**src/design/pfsw_pkg.sv**
```systemverilog
// Shared types, constants and helpers for the pixel fade/scale writer.
package pfsw_pkg;

   localparam int PixelStoreDepthDefault = 1024;

   localparam int IndexWidth = 10;
   localparam int ColorWidth = 32;
   localparam int CountWidth = 8;

   localparam logic [7:0] FadeStep   = 8'd12;
   localparam logic [6:0] FullPct    = 7'd100;
   localparam logic [7:0] ByteMask   = 8'hFF;
   // floor(x / 100) == (x * DivRecip) >> DivShift for every x <= 25500
   localparam logic [13:0] DivRecip  = 14'd10486;
   localparam int          DivShift  = 20;

   typedef enum logic [1:0] {
      STRIP_NONE = 2'd0,
      STRIP_RGB  = 2'd1,
      STRIP_RGBW = 2'd2,
      STRIP_EXT  = 2'd3
   } strip_kind_type;

   typedef enum logic [1:0] {
      CSR_STRIP_TYPE    = 2'd0,
      CSR_STATUS_COUNT  = 2'd1,
      CSR_FORWARD_COUNT = 2'd2,
      CSR_REAR_COUNT    = 2'd3
   } csr_index_type;

   localparam logic [1:0] SelStatus  = 2'd0;
   localparam logic [1:0] SelForward = 2'd1;
   localparam logic [1:0] SelRear    = 2'd2;

   typedef struct packed {
      logic [IndexWidth-1:0] pixel_index;
      logic [ColorWidth-1:0] target_color;
      logic [7:0]            brightness_pct;
      logic                  fade_enable;
   } req_type;

   typedef struct packed {
      logic [1:0]            strip_select;
      logic [7:0]            strip_position;
      logic [ColorWidth-1:0] local_color;
   } rsp_type;

   // controller -> datapath
   typedef struct packed {
      logic load_req;
      logic clear_start;
      logic clear_step;
      logic read;
      logic fade;
      logic scale;
      logic load_out;
   } cmd_type;

   // datapath -> controller
   typedef struct packed {
      logic item_ok;
      logic spare_slot;
      logic clear_last;
      logic out_free;
   } status_type;

   function automatic logic [7:0] fade_channel(input logic [7:0] cur, input logic [7:0] tgt);
      logic [7:0] res;
      res = cur;
      if (cur < tgt) begin
         res = ((tgt - cur) <= FadeStep) ? tgt : cur + FadeStep;
      end else if (cur > tgt) begin
         res = ((cur - tgt) <= FadeStep) ? tgt : cur - FadeStep;
      end
      return res;
   endfunction

   function automatic logic [ColorWidth-1:0] fade_color(input logic [ColorWidth-1:0] from,
                                                        input logic [ColorWidth-1:0] to);
      logic [ColorWidth-1:0] res;
      for (int i = 0; i < 4; i++) begin
         res[i*8 +: 8] = fade_channel(from[i*8 +: 8], to[i*8 +: 8]);
      end
      return res;
   endfunction

endpackage

```
**src/design/pfsw_ctrl.sv**
```systemverilog
// Sequencer for clearing, request intake, fade write-back and scaling.
module pfsw_ctrl import pfsw_pkg::*; (
   input  logic       clock,
   input  logic       reset,
   input  logic       req_valid,
   input  logic       cfg_write,
   input  status_type status,
   output cmd_type    cmd,
   output logic       req_ready
);

   typedef enum logic [2:0] {
      ST_CLEAR,
      ST_IDLE,
      ST_READ,
      ST_FADE,
      ST_SCALE,
      ST_OUT
   } state_type;

   state_type state_ff;

   always_ff @(posedge clock) begin
      if (reset) begin
         state_ff <= ST_CLEAR;
      end else if (cfg_write) begin
         state_ff <= ST_CLEAR;
      end else begin
         case (state_ff)
            ST_CLEAR: if (status.clear_last) state_ff <= ST_IDLE;
            ST_IDLE:  if (req_valid) state_ff <= ST_READ;
            ST_READ:  state_ff <= status.item_ok ? ST_FADE : ST_IDLE;
            ST_FADE:  state_ff <= status.spare_slot ? ST_IDLE : ST_SCALE;
            ST_SCALE: state_ff <= ST_OUT;
            ST_OUT:   if (status.out_free) state_ff <= ST_IDLE;
            default:  state_ff <= ST_CLEAR;
         endcase
      end
   end

   always_comb begin
      cmd             = '0;
      cmd.clear_start = cfg_write;
      if (!cfg_write) begin
         case (state_ff)
            ST_CLEAR: cmd.clear_step = 1'b1;
            ST_IDLE:  cmd.load_req   = req_valid;
            ST_READ:  cmd.read       = status.item_ok;
            ST_FADE:  cmd.fade       = 1'b1;
            ST_SCALE: cmd.scale      = 1'b1;
            ST_OUT:   cmd.load_out   = status.out_free;
            default:  cmd            = '0;
         endcase
      end
   end

   // a register write wins over intake, so no request is taken in that cycle
   assign req_ready = (state_ff == ST_IDLE) && !cfg_write;

endmodule

```
**config.mk**
```make
export PLATFORM = sky130hd
export DESIGN_NAME = pfsw_ctrl
export DESIGN_NICKNAME = d
export VERILOG_FILES = /design/src/design/pfsw_pkg.sv /design/src/design/pfsw_ctrl.sv
export SDC_FILE = /design/constraint.sdc
export NUM_CORES = 1
export LEC_CHECK = 0
export BUFFER_PORTS_ARGS = -buffer_cell sky130_fd_sc_hd__buf_2
export CORE_AREA = 2 2 39 41
export DETAILED_ROUTE_END_ITERATION = 16
export DIE_AREA = 0 0 41 43
export SETUP_SLACK_MARGIN = 0.15
export SLEW_MARGIN = 20
export SYNTH_ARGS = -nofsm -noshare
export SYNTH_HDL_FRONTEND = slang
export SYNTH_SLANG_ARGS = --single-unit
```
**constraint.sdc**
```tcl
create_clock -name clock -period 1 [get_ports clock]
set_input_delay 0.15 -clock clock [delete_from_list [all_inputs] [get_ports clock]]
set_output_delay 0.15 -clock clock [all_outputs]
set_load 0.1 [all_outputs]
```
Yosys cells after proc, flatten, opt, wreduce, memory -nomap -nowiden
Index checks and enable logic that the tools add are counted.
{ "word_totals": {"reg_bits": 3, "input_bits": 8, "output_inout_bits": 8, "wordCells": 27} }
{ "classes": {"eq_ne": 8, "mux": 13, "reduce_logical": 5} }
{ "op_table": {"columns": ["op", "n"], "rows": [
  ["3-bit case mux with 6 select lines", 1],
  ["3-bit 2-to-1 mux", 4],
  ["7-bit 2-to-1 mux", 1],
  ["3-bit by 2-bit equality test with 1-bit output (second input constant)", 2],
  ["3-bit equality test (second input constant)", 2],
  ["1-bit 2-to-1 mux", 6],
  ["2-bit != test (second input constant)", 3],
  ["3-bit by 1-bit equality test with 1-bit output (second input constant)", 1],
  ["3-bit zero test", 1],
  ["3-bit AND reduction", 1],
  ["2-bit 2-to-1 mux", 1],
  ["2-bit OR reduction", 1],
  ["1-bit logical AND", 1],
  ["1-bit zero test", 1]
]} }

Depth between registers and ports, before layout
Gate-level depths: netlist of the first run.
{ "depth": {"ltp_word": 3, "mapped_depth": 4, "ltp_nobuf": 3} }

Least setup slack after synthesis of the first run
No wires, ideal clock.
{ "synth_timing": {"kind": "reg-to-output", "start": "reg state_ff[1]", "end": "out cmd[1] in the netlist's numbering", "t_arrival_ns": 3.578, "required_ns": 0.850, "path_slack_ns": -2.728, "path_stages_with_launch": 3, "n_path_buf": 1, "path_cell_list": "dfxtp_1 buf_4 nor4b_1"} }
{ "synth_rtl": {"columns": ["item", "line", "source"], "rows": [
  ["from (decl)", "pfsw_ctrl.sv:21", "state_type state_ff;"],
  ["from (signal assigned)", "pfsw_ctrl.sv:32", "ST_READ: state_ff <= status.item_ok ? ST_FADE : ST_IDLE;"],
  ["from (signal assigned)", "pfsw_ctrl.sv:33", "ST_FADE: state_ff <= status.spare_slot ? ST_IDLE : ST_SCALE;"],
  ["to (decl)", "pfsw_ctrl.sv:8", "output cmd_type cmd,"]
]} }

==> flow_summary.yaml, run 1 <==
timing:
  hold_viol: 0
  maxSlewViolCount: 0
  fmax_ghz: 0.714
  final-setup-viol-count: 10
  finalWorstPathRequiredPeriod_ns: 1.40
  min_period_over_period_pct: 140
  hold_ws_ns: 0.148
  grt_setup_unrepaired: "yes"
  fin_worst_skew_ns: 0.00231
  finalSetupTns_ns: -3.06
  tightest_slew_ns: 0.388
  worst_slew_margin_rel_pct: 73.8
  pnr_worst_setup_slack_ns: -0.400
worst_setup_path:
  worst-endpoint-required_ns: 0.85
  timing.critical_path.to_type: "output port"
  path_max_fanout: 7
  timing_worst_setup_path_type: "reg2out"
  setup.reg_to_reg.worst_slack_ns: -0.31
  critPathLaunchType: "register"
  cp.arrival_ns: 1.25
clock_network:
  cts_buffer_count: 3
  numClockSinks: 3
  clock_path_buffers: 2
  root_buffer: "sky130_fd_sc_hd__clkbuf_4"
  clkLatencyLatePin_ns: 0.23
  tritoncts_clock_tree: "done"
  worst_setup_hold_path_clk_slew_ns: 0.04
  cts.htree.levels: 1
floorplan:
  design.portCount: 16
  core.rowCount: 14
  floorplan.die_area_sq_um: 1760
  design.core.area_sq_um: 1380
  dieHeight_um: 43
  initial_core_util_pct: 22.0
  chipWidth_um: 41
finish:
  max_flop_register: "state_ff"
  design_area_sq_um: 742
  largest_registers: "state_ff x3"
  layout-area-overhead-vs-synth_pct: 144
  layout_cells_sized_above_1_pct: 78.7
  largest_reg_flops: 3
  finalNetCount: 70
  nFillCells: 125
  insertedDiodeCount: 0
hold_path:
  hold_path_class: "in2reg"
synthesis:
  synthDominantCellAreaShare_pct: 19.8
  postSynthNetCount: 41
  ys.flop_type: "sky130_fd_sc_hd__dfxtp_1"
  synth.ff_latch_count: 3
  ys_types: 23
  avgSynthCellArea_sq_um: 9.21
  synth_largest_area_cell: "sky130_fd_sc_hd__dfxtp_1"
  synth.top_cells.by_area: "sky130_fd_sc_hd__dfxtp_1 20%, sky130_fd_sc_hd__a2111oi_2 9.9%, sky130_fd_sc_hd__buf_6 7.4%"
  synth_edf_count: 0
  list_of_most_frequent_post_synthesis_cells: "3 x sky130_fd_sc_hd__dfxtp_1, 3 x sky130_fd_sc_hd__nor2_1"
  synth_cells: 33
  seq_area_frac_synth_pct: 19.8
  synth_warnings: 0
  asyncSetResetFlopFracSynth_pct: 0
  syn_area_sq_um: 304
grt:
  initial_antenna_violation_count: 0
  global_route.usage.total_pct: 14.0
  grt_pass1_vias: 374
  maximum_number_of_pins_on_one_net_before_global_route_repair: 11
  grt_overflow_total: 0
  grt_pass1_wl_um: 1680
placed_design:
  io_buffer_count: 15
  finalWeightedCongestion: 0.813
  placedInstanceArea_sq_um: 618
  dp.final_hpwl_um: 674
run_status:
  failed_checks: "setup timing"
  status: "finished, violations left"
power:
  pwr-share-seq_pct: 21.4
  power_report.internal_total_mw: 0.396
  power_density_nw_per_um2: 839
  switching_share_pct: 36.4
  share_comb_of_total_power_pct: 44.2
  power_leakage_nw: 0.288
  maximum_ir_drop_on_the_vdd_rail_mv: 0.649
  clock_power_share_pct: 34.3
  total_switching_power_mw: 0.226
route:
  vias: 352
  detailedRoute.firstIterationViolations: 4
  drt-vias-per-instance: 4.57
  routed_wl_um: 1040
  route.detailed.wl_per_inst_um: 13.5
  postRouteAntennaNets: 0
  drt_drc_violations_left: 0
  drt_pass1_iterations: 4
run:
  drv_cap: 0
## logic make-up after synthesis
logic type | Yosys count | synth area share (%)
simple gates | 18 | 39.5
compound gates | 6 | 20.6
buf+inv | 4 | 12.3
flops | 3 | 19.8
mux | 2 | 7.82
## final cells by class
class / instances / area (sq um) / area share [%]
Timing Repair Buffer: 28 / 319 / 43.0
Tap cell: 16 / 20.0 / 2.70
Sequential cell: 3 / 68.8 / 9.27
Multi-Input combinational cell: 26 / 308 / 41.5
Clock buffer: 4 / 26.3 / 3.54
## worst paths after layout
kind                            cells after the start           to         from
worst max-delay path                                3       cmd[0]  state_ff[1]
worst max register to register                      5  state_ff[2]  state_ff[1]
worst min-delay path                                2  state_ff[2]        reset
worst min register to register                      2  state_ff[1]  state_ff[2]
## stage by stage
step           utilization (%)  cells  setup slack (ns)  total power [mW]
6_report                  53.6     77            -0.400             0.623
5_1_grt                   53.6     77            -0.441             0.661
4_1_cts                   50.8     75            -0.386             0.611
3_5_place_dp              44.7     68            -0.177             0.375
3_3_place_gp              44.7     68            -0.154             0.373
2_1_floorplan                -     33            -0.673             0.280
## routing by layer
layer / global-route usage (%) / vias to the layer above / share of wire (%)
li1: - / 179 / -
met1: 18.6 / 165 / 43
met2: 20.6 / 8 / 54
met3: 3.14 / 0 / 3.0
met4: 6.00 / 0 / 0
met5: 0 / - / 0
## cells in the final DEF, fill, tap and decap left out
cell type	instances
sky130_fd_sc_hd__mux2i_4	1
sky130_fd_sc_hd__and4bb_2	1
sky130_fd_sc_hd__a2111oi_4	1
sky130_fd_sc_hd__buf_4	10
sky130_fd_sc_hd__and4b_4	1
sky130_fd_sc_hd__and2b_2	1
sky130_fd_sc_hd__mux2i_1	1
sky130_fd_sc_hd__nor2_4	1
sky130_fd_sc_hd__o21a_1	1
sky130_fd_sc_hd__nor2b_1	1
sky130_fd_sc_hd__nand3b_1	1
sky130_fd_sc_hd__buf_2	6
sky130_fd_sc_hd__a221oi_4	1
sky130_fd_sc_hd__dfxtp_2	1
sky130_fd_sc_hd__buf_6	3
sky130_fd_sc_hd__buf_12	9
sky130_fd_sc_hd__dfxtp_4	2
sky130_fd_sc_hd__nor2_1	2
sky130_fd_sc_hd__and3_2	1
sky130_fd_sc_hd__clkbuf_1	1
sky130_fd_sc_hd__o21ai_1	1
sky130_fd_sc_hd__nor4b_4	1
sky130_fd_sc_hd__and3b_1	1
sky130_fd_sc_hd__clkbuf_4	3
sky130_fd_sc_hd__nand2b_1	2
sky130_fd_sc_hd__nor3_4	2
sky130_fd_sc_hd__o21ai_0	1
sky130_fd_sc_hd__nor4_4	1
sky130_fd_sc_hd__a2111oi_2	1
sky130_fd_sc_hd__nand2_1	1
sky130_fd_sc_hd__and3_4	1
## worst max-delay path, cell delays in order (launching register included)
cell	delay (ns)
sky130_fd_sc_hd__dfxtp_4	0.36
sky130_fd_sc_hd__and2b_2	0.24
sky130_fd_sc_hd__and4b_4	0.25
sky130_fd_sc_hd__buf_12	0.17
## power groups by stage
stage               Clock, mW  Combinational (mW)  Sequential [mW]
floorplan                   0               0.150            0.130
global placement            0               0.235            0.138
detailed placement          0               0.236            0.139
CTS                     0.218               0.258            0.134
global route            0.237               0.289            0.135
finish                  0.214               0.275            0.134
## repair_timing
item / CTS / global route
pin swaps: 1 / 3
setup buffers: 3 / 2
setup endpoints to repair: 11 / 10
gates resized for setup: 8 / 4
hold buffers: 0 / 0
Power figures use the tool's default switching activity.
==> run 2, diff against run 1 <==
==> constraint.sdc (replaced) <==
create_clock -name clock -period 1 [get_ports clock]
set_input_delay 0.1 -clock clock [delete_from_list [all_inputs] [get_ports clock]]
set_output_delay 0.1 -clock clock [all_outputs]
set_load 0.1 [all_outputs]
==> flow_summary.yaml, run 2 (synthesis results as in run 1) <==
run_status:
  status: "finished, violations left"
  failed_checks: "setup timing"
placed_design:
  place_inst: 70
  io_buffer_count: 15
  dp.final_hpwl_um: 694
  finalWeightedCongestion: 0.756
grt:
  maximum_number_of_pins_on_one_net_before_global_route_repair: 9
  grt_pass1_vias: 391
  global_route.usage.total_pct: 14.5
  grt_pass1_wl_um: 1710
  grt_overflow_total: 0
  initial_antenna_violation_count: 0
power:
  design_power_total_mw: 0.634
  maximum_ir_drop_on_the_vdd_rail_mv: 0.682
  power_density_nw_per_um2: 809
  power_leakage_nw: 0.316
hold_path:
  worst_hold_stages: 2
  worst_hold_startpoint: "reset"
  hold_path_class: "in2reg"
  min_to: "state_ff[0]"
finish:
  largest_reg_flops: 3
  largest_registers: "state_ff x3"
  final_instance_count_excl_fillers: 81
  most_common_library_cell_in_the_layout_ignoring_fill_and_taps: "sky130_fd_sc_hd__buf_12"
  layout_cells_sized_above_1_pct: 84.6
  layout-area-overhead-vs-synth_pct: 158
  max_flop_register: "state_ff"
  final_cell_mix: "10 x sky130_fd_sc_hd__buf_12, 8 x sky130_fd_sc_hd__buf_4, 7 x sky130_fd_sc_hd__buf_2, 7 x sky130_fd_sc_hd__buf_6, 3 x sky130_fd_sc_hd__clkbuf_4"
  nFillCells: 118
  finalNetCount: 74
  insertedDiodeCount: 0
route:
  drt_pass1_iterations: 3
  route.detailed.wl_per_inst_um: 13.3
  detailedRoute.firstIterationViolations: 4
  drt_drc_violations_left: 0
  postRouteAntennaNets: 0
  vias: 399
  drt-vias-per-instance: 4.93
  routed_wl_um: 1080
timing:
  grt_setup_unrepaired: "yes"
  min_period_over_period_pct: 136
  fmax_ghz: 0.737
  tightest_slew_ns: 0.267
  hold_viol: 0
  final-setup-viol-count: 10
  pnr_worst_setup_slack_ns: -0.356
  fin_worst_skew_ns: 0.00478
  maxSlewViolCount: 0
  finalWorstPathRequiredPeriod_ns: 1.36
  worst_slew_margin_rel_pct: 82.1
worst_setup_path:
  timing_worst_setup_path_type: "reg2out"
  regToRegEndpoint: "state_ff[2]"
  cp.arrival_ns: 1.26
  worst-endpoint-required_ns: 0.90
  r2r_cells: 5
  worstReg2RegStart: "state_ff[2]"
  path_max_fanout: 4
  timing.critical_path.to_type: "output port"
  setup.reg_to_reg.worst_slack_ns: -0.26
  critPathLaunchType: "register"
run:
  drv_cap: 0
clock_network:
  numClockSinks: 3
  cts.htree.levels: 1
  clkLatencyLatePin_ns: 0.24
  root_buffer: "sky130_fd_sc_hd__clkbuf_4"
  clock_path_buffers: 2
  cts_buffer_count: 3
  worst_setup_hold_path_clk_slew_ns: 0.04
  tritoncts_clock_tree: "done"
floorplan:
  chipWidth_um: 41
  core.rowCount: 14
  initial_core_util_pct: 22.0
  dieHeight_um: 43
  design.core.area_sq_um: 1380
  design.portCount: 16
  floorplan.die_area_sq_um: 1760
run 2: cell types whose count changed in the layout (fill, tap and decap cells not counted), sizes merged:
cell	change
buf	+4
run 2: critical path, stage by stage, from the launching register on:
cell and delay [ns]:
sky130_fd_sc_hd__dfxtp_2 0.36, sky130_fd_sc_hd__buf_6 0.11, sky130_fd_sc_hd__nand3b_1 0.16, sky130_fd_sc_hd__nor3_4 0.19, sky130_fd_sc_hd__buf_12 0.20
run 2: layout make-up:
class / instances / area (sq um) / area share (%)
Timing Repair Buffer: 32 / 374 / 47.8
Tap cell: 16 / 20.0 / 2.56
Sequential cell: 3 / 68.8 / 8.79
Multi-Input combinational cell: 26 / 294 / 37.5
Clock buffer: 4 / 26.3 / 3.35
run 2: worst max-delay path by stage:
| stage | cells after the start | from | to | slack, ns |
|---|---|---|---|---|
| floorplan | 2 | state_ff[0] | cmd[1] | -0.62 |
| global placement | 4 | state_ff[1] | req_ready | -0.12 |
| detailed placement | 4 | state_ff[1] | req_ready | -0.15 |
| CTS | 4 | state_ff[1] | req_ready | -0.35 |
| global route | 4 | state_ff[1] | cmd[3] | -0.41 |
| finish | 4 | state_ff[1] | cmd[3] | -0.36 |
run 2: timing repair:
| action | in CTS | in global routing |
|---|---|---|
| setup endpoints to repair | 10 | 10 |
| hold buffers | 0 | 0 |
| pin swaps | 8 | 2 |
| buffers inserted | 5 | 2 |
| gates resized for setup | 12 | 4 |
run 2: power by group:
| part | leakage, nW | internal, mW | total [mW] | switching [mW] |
|---|---|---|---|---|
| clock network | 0.0150 | 0.150 | 0.214 | 0.0649 |
| logic | 0.274 | 0.135 | 0.287 | 0.152 |
| registers | 0.0264 | 0.123 | 0.132 | 0.00914 |
run 2: through the flow:
stage / cell area, sq um / utilization, % / setup slack, ns / TNS (ns) / hold WS, ns
3_3_place_gp: 633 / 45.8 / -0.118 / -0.822 / 0.318
5_1_grt: 783 / 56.6 / -0.406 / -3.21 / 0.0705
4_1_cts: 754 / 54.5 / -0.353 / -2.68 / 0.0690
2_1_floorplan: 372 / - / -0.623 / -2.84 / 0.169
3_5_place_dp: 633 / 45.8 / -0.151 / -0.952 / 0.318
6_report: 783 / 56.6 / -0.356 / -2.73 / 0.0755
run 2: routing by layer:
layer  global-route usage, %  vias to the layer above  share of wire (%)  routed length (um)
met5                       0                        -                  0                   0
met4                    6.00                        0               0.74                   8
met3                    4.71                        3                3.3                  35
met2                    22.8                        8                 59                 640
met1                    17.1                      199                 36                 392
li1                        -                      189                  -                   -
==> run 3, diff against run 2 <==
--- a/config.mk
+++ b/config.mk
@@ -9,6 +9,7 @@
 export CORE_AREA = 2 2 39 41
 export DETAILED_ROUTE_END_ITERATION = 16
 export DIE_AREA = 0 0 41 43
+export PLACE_DENSITY = 0.53
 export SETUP_SLACK_MARGIN = 0.15
 export SLEW_MARGIN = 20
 export SYNTH_ARGS = -nofsm -noshare
==> flow_summary.yaml, run 3 (synthesis results as in run 1) <==
run_status:
  status: "finished, violations left"
  failed_checks: "setup timing"
placed_design:
  place_inst: 67
  placedInstanceArea_sq_um: 611
  placement.setup.worst_slack_ns: -0.160
  dp.final_hpwl_um: 662
  io_buffer_count: 15
  finalWeightedCongestion: 0.728
grt:
  initial_antenna_violation_count: 0
  grt_pass1_vias: 399
  grt_overflow_total: 0
  grt_pass1_wl_um: 1610
  global_route.usage.total_pct: 13.5
  maximum_number_of_pins_on_one_net_before_global_route_repair: 9
hold_path:
  hold_path_class: "in2reg"
  worst_hold_stages: 2
finish:
  area_used_by_sequential_logic_in_the_layout_sq_um: 71.3
  finalNetCount: 70
  layout_cells_sized_above_1_pct: 80.3
  max_flop_register: "state_ff"
  largest_registers: "state_ff x3"
  nFillCells: 129
  most_common_library_cell_in_the_layout_ignoring_fill_and_taps: "sky130_fd_sc_hd__buf_12"
  multiInputGateArea_sq_um: 295
  final_cell_mix: "9 x sky130_fd_sc_hd__buf_12, 6 x sky130_fd_sc_hd__buf_2, 6 x sky130_fd_sc_hd__buf_4, 6 x sky130_fd_sc_hd__buf_6, 4 x sky130_fd_sc_hd__clkbuf_4"
  largest_reg_flops: 3
  layout-area-overhead-vs-synth_pct: 144
  final_instance_count_excl_fillers: 77
  insertedDiodeCount: 0
  design_area_sq_um: 743
worst_setup_path:
  worst-endpoint-required_ns: 0.90
  timing.critical_path.to_type: "output port"
  r2r_cells: 5
  cp_slowest_cell: "sky130_fd_sc_hd__dfxtp_4"
  critPathLaunchType: "register"
  path_max_fanout: 7
  cp.arrival_ns: 1.23
  crit_chain: "and2b_2, and4b_4, buf_12"
  timing_worst_setup_path_type: "reg2out"
  timing.critical_path.slowest_cell_delay_ns: 0.36
floorplan:
  initial_core_util_pct: 22.0
  core.rowCount: 14
  floorplan.die_area_sq_um: 1760
  design.core.area_sq_um: 1380
  chipWidth_um: 41
  dieHeight_um: 43
  design.portCount: 16
clock_network:
  root_buffer: "sky130_fd_sc_hd__clkbuf_4"
  clkLatencyLatePin_ns: 0.23
  total_of_hold_buffers_inserted_after_clock_tree_synthesis: 0
  numClockSinks: 3
  clock_path_buffers: 2
  worst_setup_hold_path_clk_slew_ns: 0.04
  cts.htree.levels: 1
  tritoncts_clock_tree: "done"
  cts_buffer_count: 3
route:
  route.detailed.wl_per_inst_um: 12.0
  detailedRoute.firstIterationViolations: 1
  drt_pass1_iterations: 2
  vias: 353
  drt-vias-per-instance: 4.58
  postRouteAntennaNets: 0
  drt_drc_violations_left: 0
  routed_wl_um: 926
power:
  maximum_ir_drop_on_the_vdd_rail_mv: 0.558
  power_density_nw_per_um2: 817
  power_leakage_nw: 0.287
timing:
  grt_setup_unrepaired: "yes"
  finalWorstPathRequiredPeriod_ns: 1.33
  tightest_slew_ns: 0.259
  hold_viol: 0
  min_period_over_period_pct: 133
  final-setup-viol-count: 10
  finalSetupTns_ns: -2.46
  maxSlewViolCount: 0
  fmax_ghz: 0.750
  fin_worst_skew_ns: 0.00113
  hold_ws_ns: 0.0769
  pnr_worst_setup_slack_ns: -0.333
  worst_slew_margin_rel_pct: 82.6
run:
  drv_cap: 0
==> run 3: final cells by class <==
class                   instances  area share [%]
repair buffers                 28            44.4
multi-input cells              26            39.7
well taps                      16            2.69
flip-flops and latches          3            9.60
clock buffers                   4            3.54
==> run 3: per-layer routing <==
layer	wire length (um)	global-route usage, %
met5	0	0
met4	0	8.00
met3	47	2.62
met2	492	20.3
met1	385	16.7
==> run 3: critical path, delay by kind of cell, from the launching register on <==
kind	cells	cell delay, ns
DFF	1	0.36
buffers and inverters	1	0.17
and+or+nand+nor	2	0.48
==> run 3: where the power goes <==
group / leakage, nW / switching [mW] / internal (mW)
sequential: 0.0267 / 0.0117 / 0.121
clock: 0.0150 / 0.0581 / 0.149
combinational: 0.245 / 0.144 / 0.124
total: 0.287 / 0.213 / 0.394
==> run 3: timing repair <==
action | in CTS | in global routing
setup buffers | 5 | 1
pin swaps | 4 | 4
gates cloned | 0 | 0
setup endpoints to repair | 10 | 11
gates resized for setup | 13 | 6
hold endpoints to repair | 0 | 0
==> run 3: stage by stage <==
stage	total power, mW	utilization [%]
floorplan	0.280	-
global placement	0.370	44.1
detailed placement	0.370	44.1
CTS	0.604	51.4
global route	0.653	53.7
finish	0.607	53.7
==> run 3: path summary, 6_finish.rpt <==
check	start	to	slack [ns]
setup / recovery	state_ff[1]	cmd[0]	-0.33
hold / removal	reset	state_ff[0]	0.08
setup reg to reg	state_ff[0]	state_ff[0]	-0.20
hold reg to reg	state_ff[1]	state_ff[0]	0.68
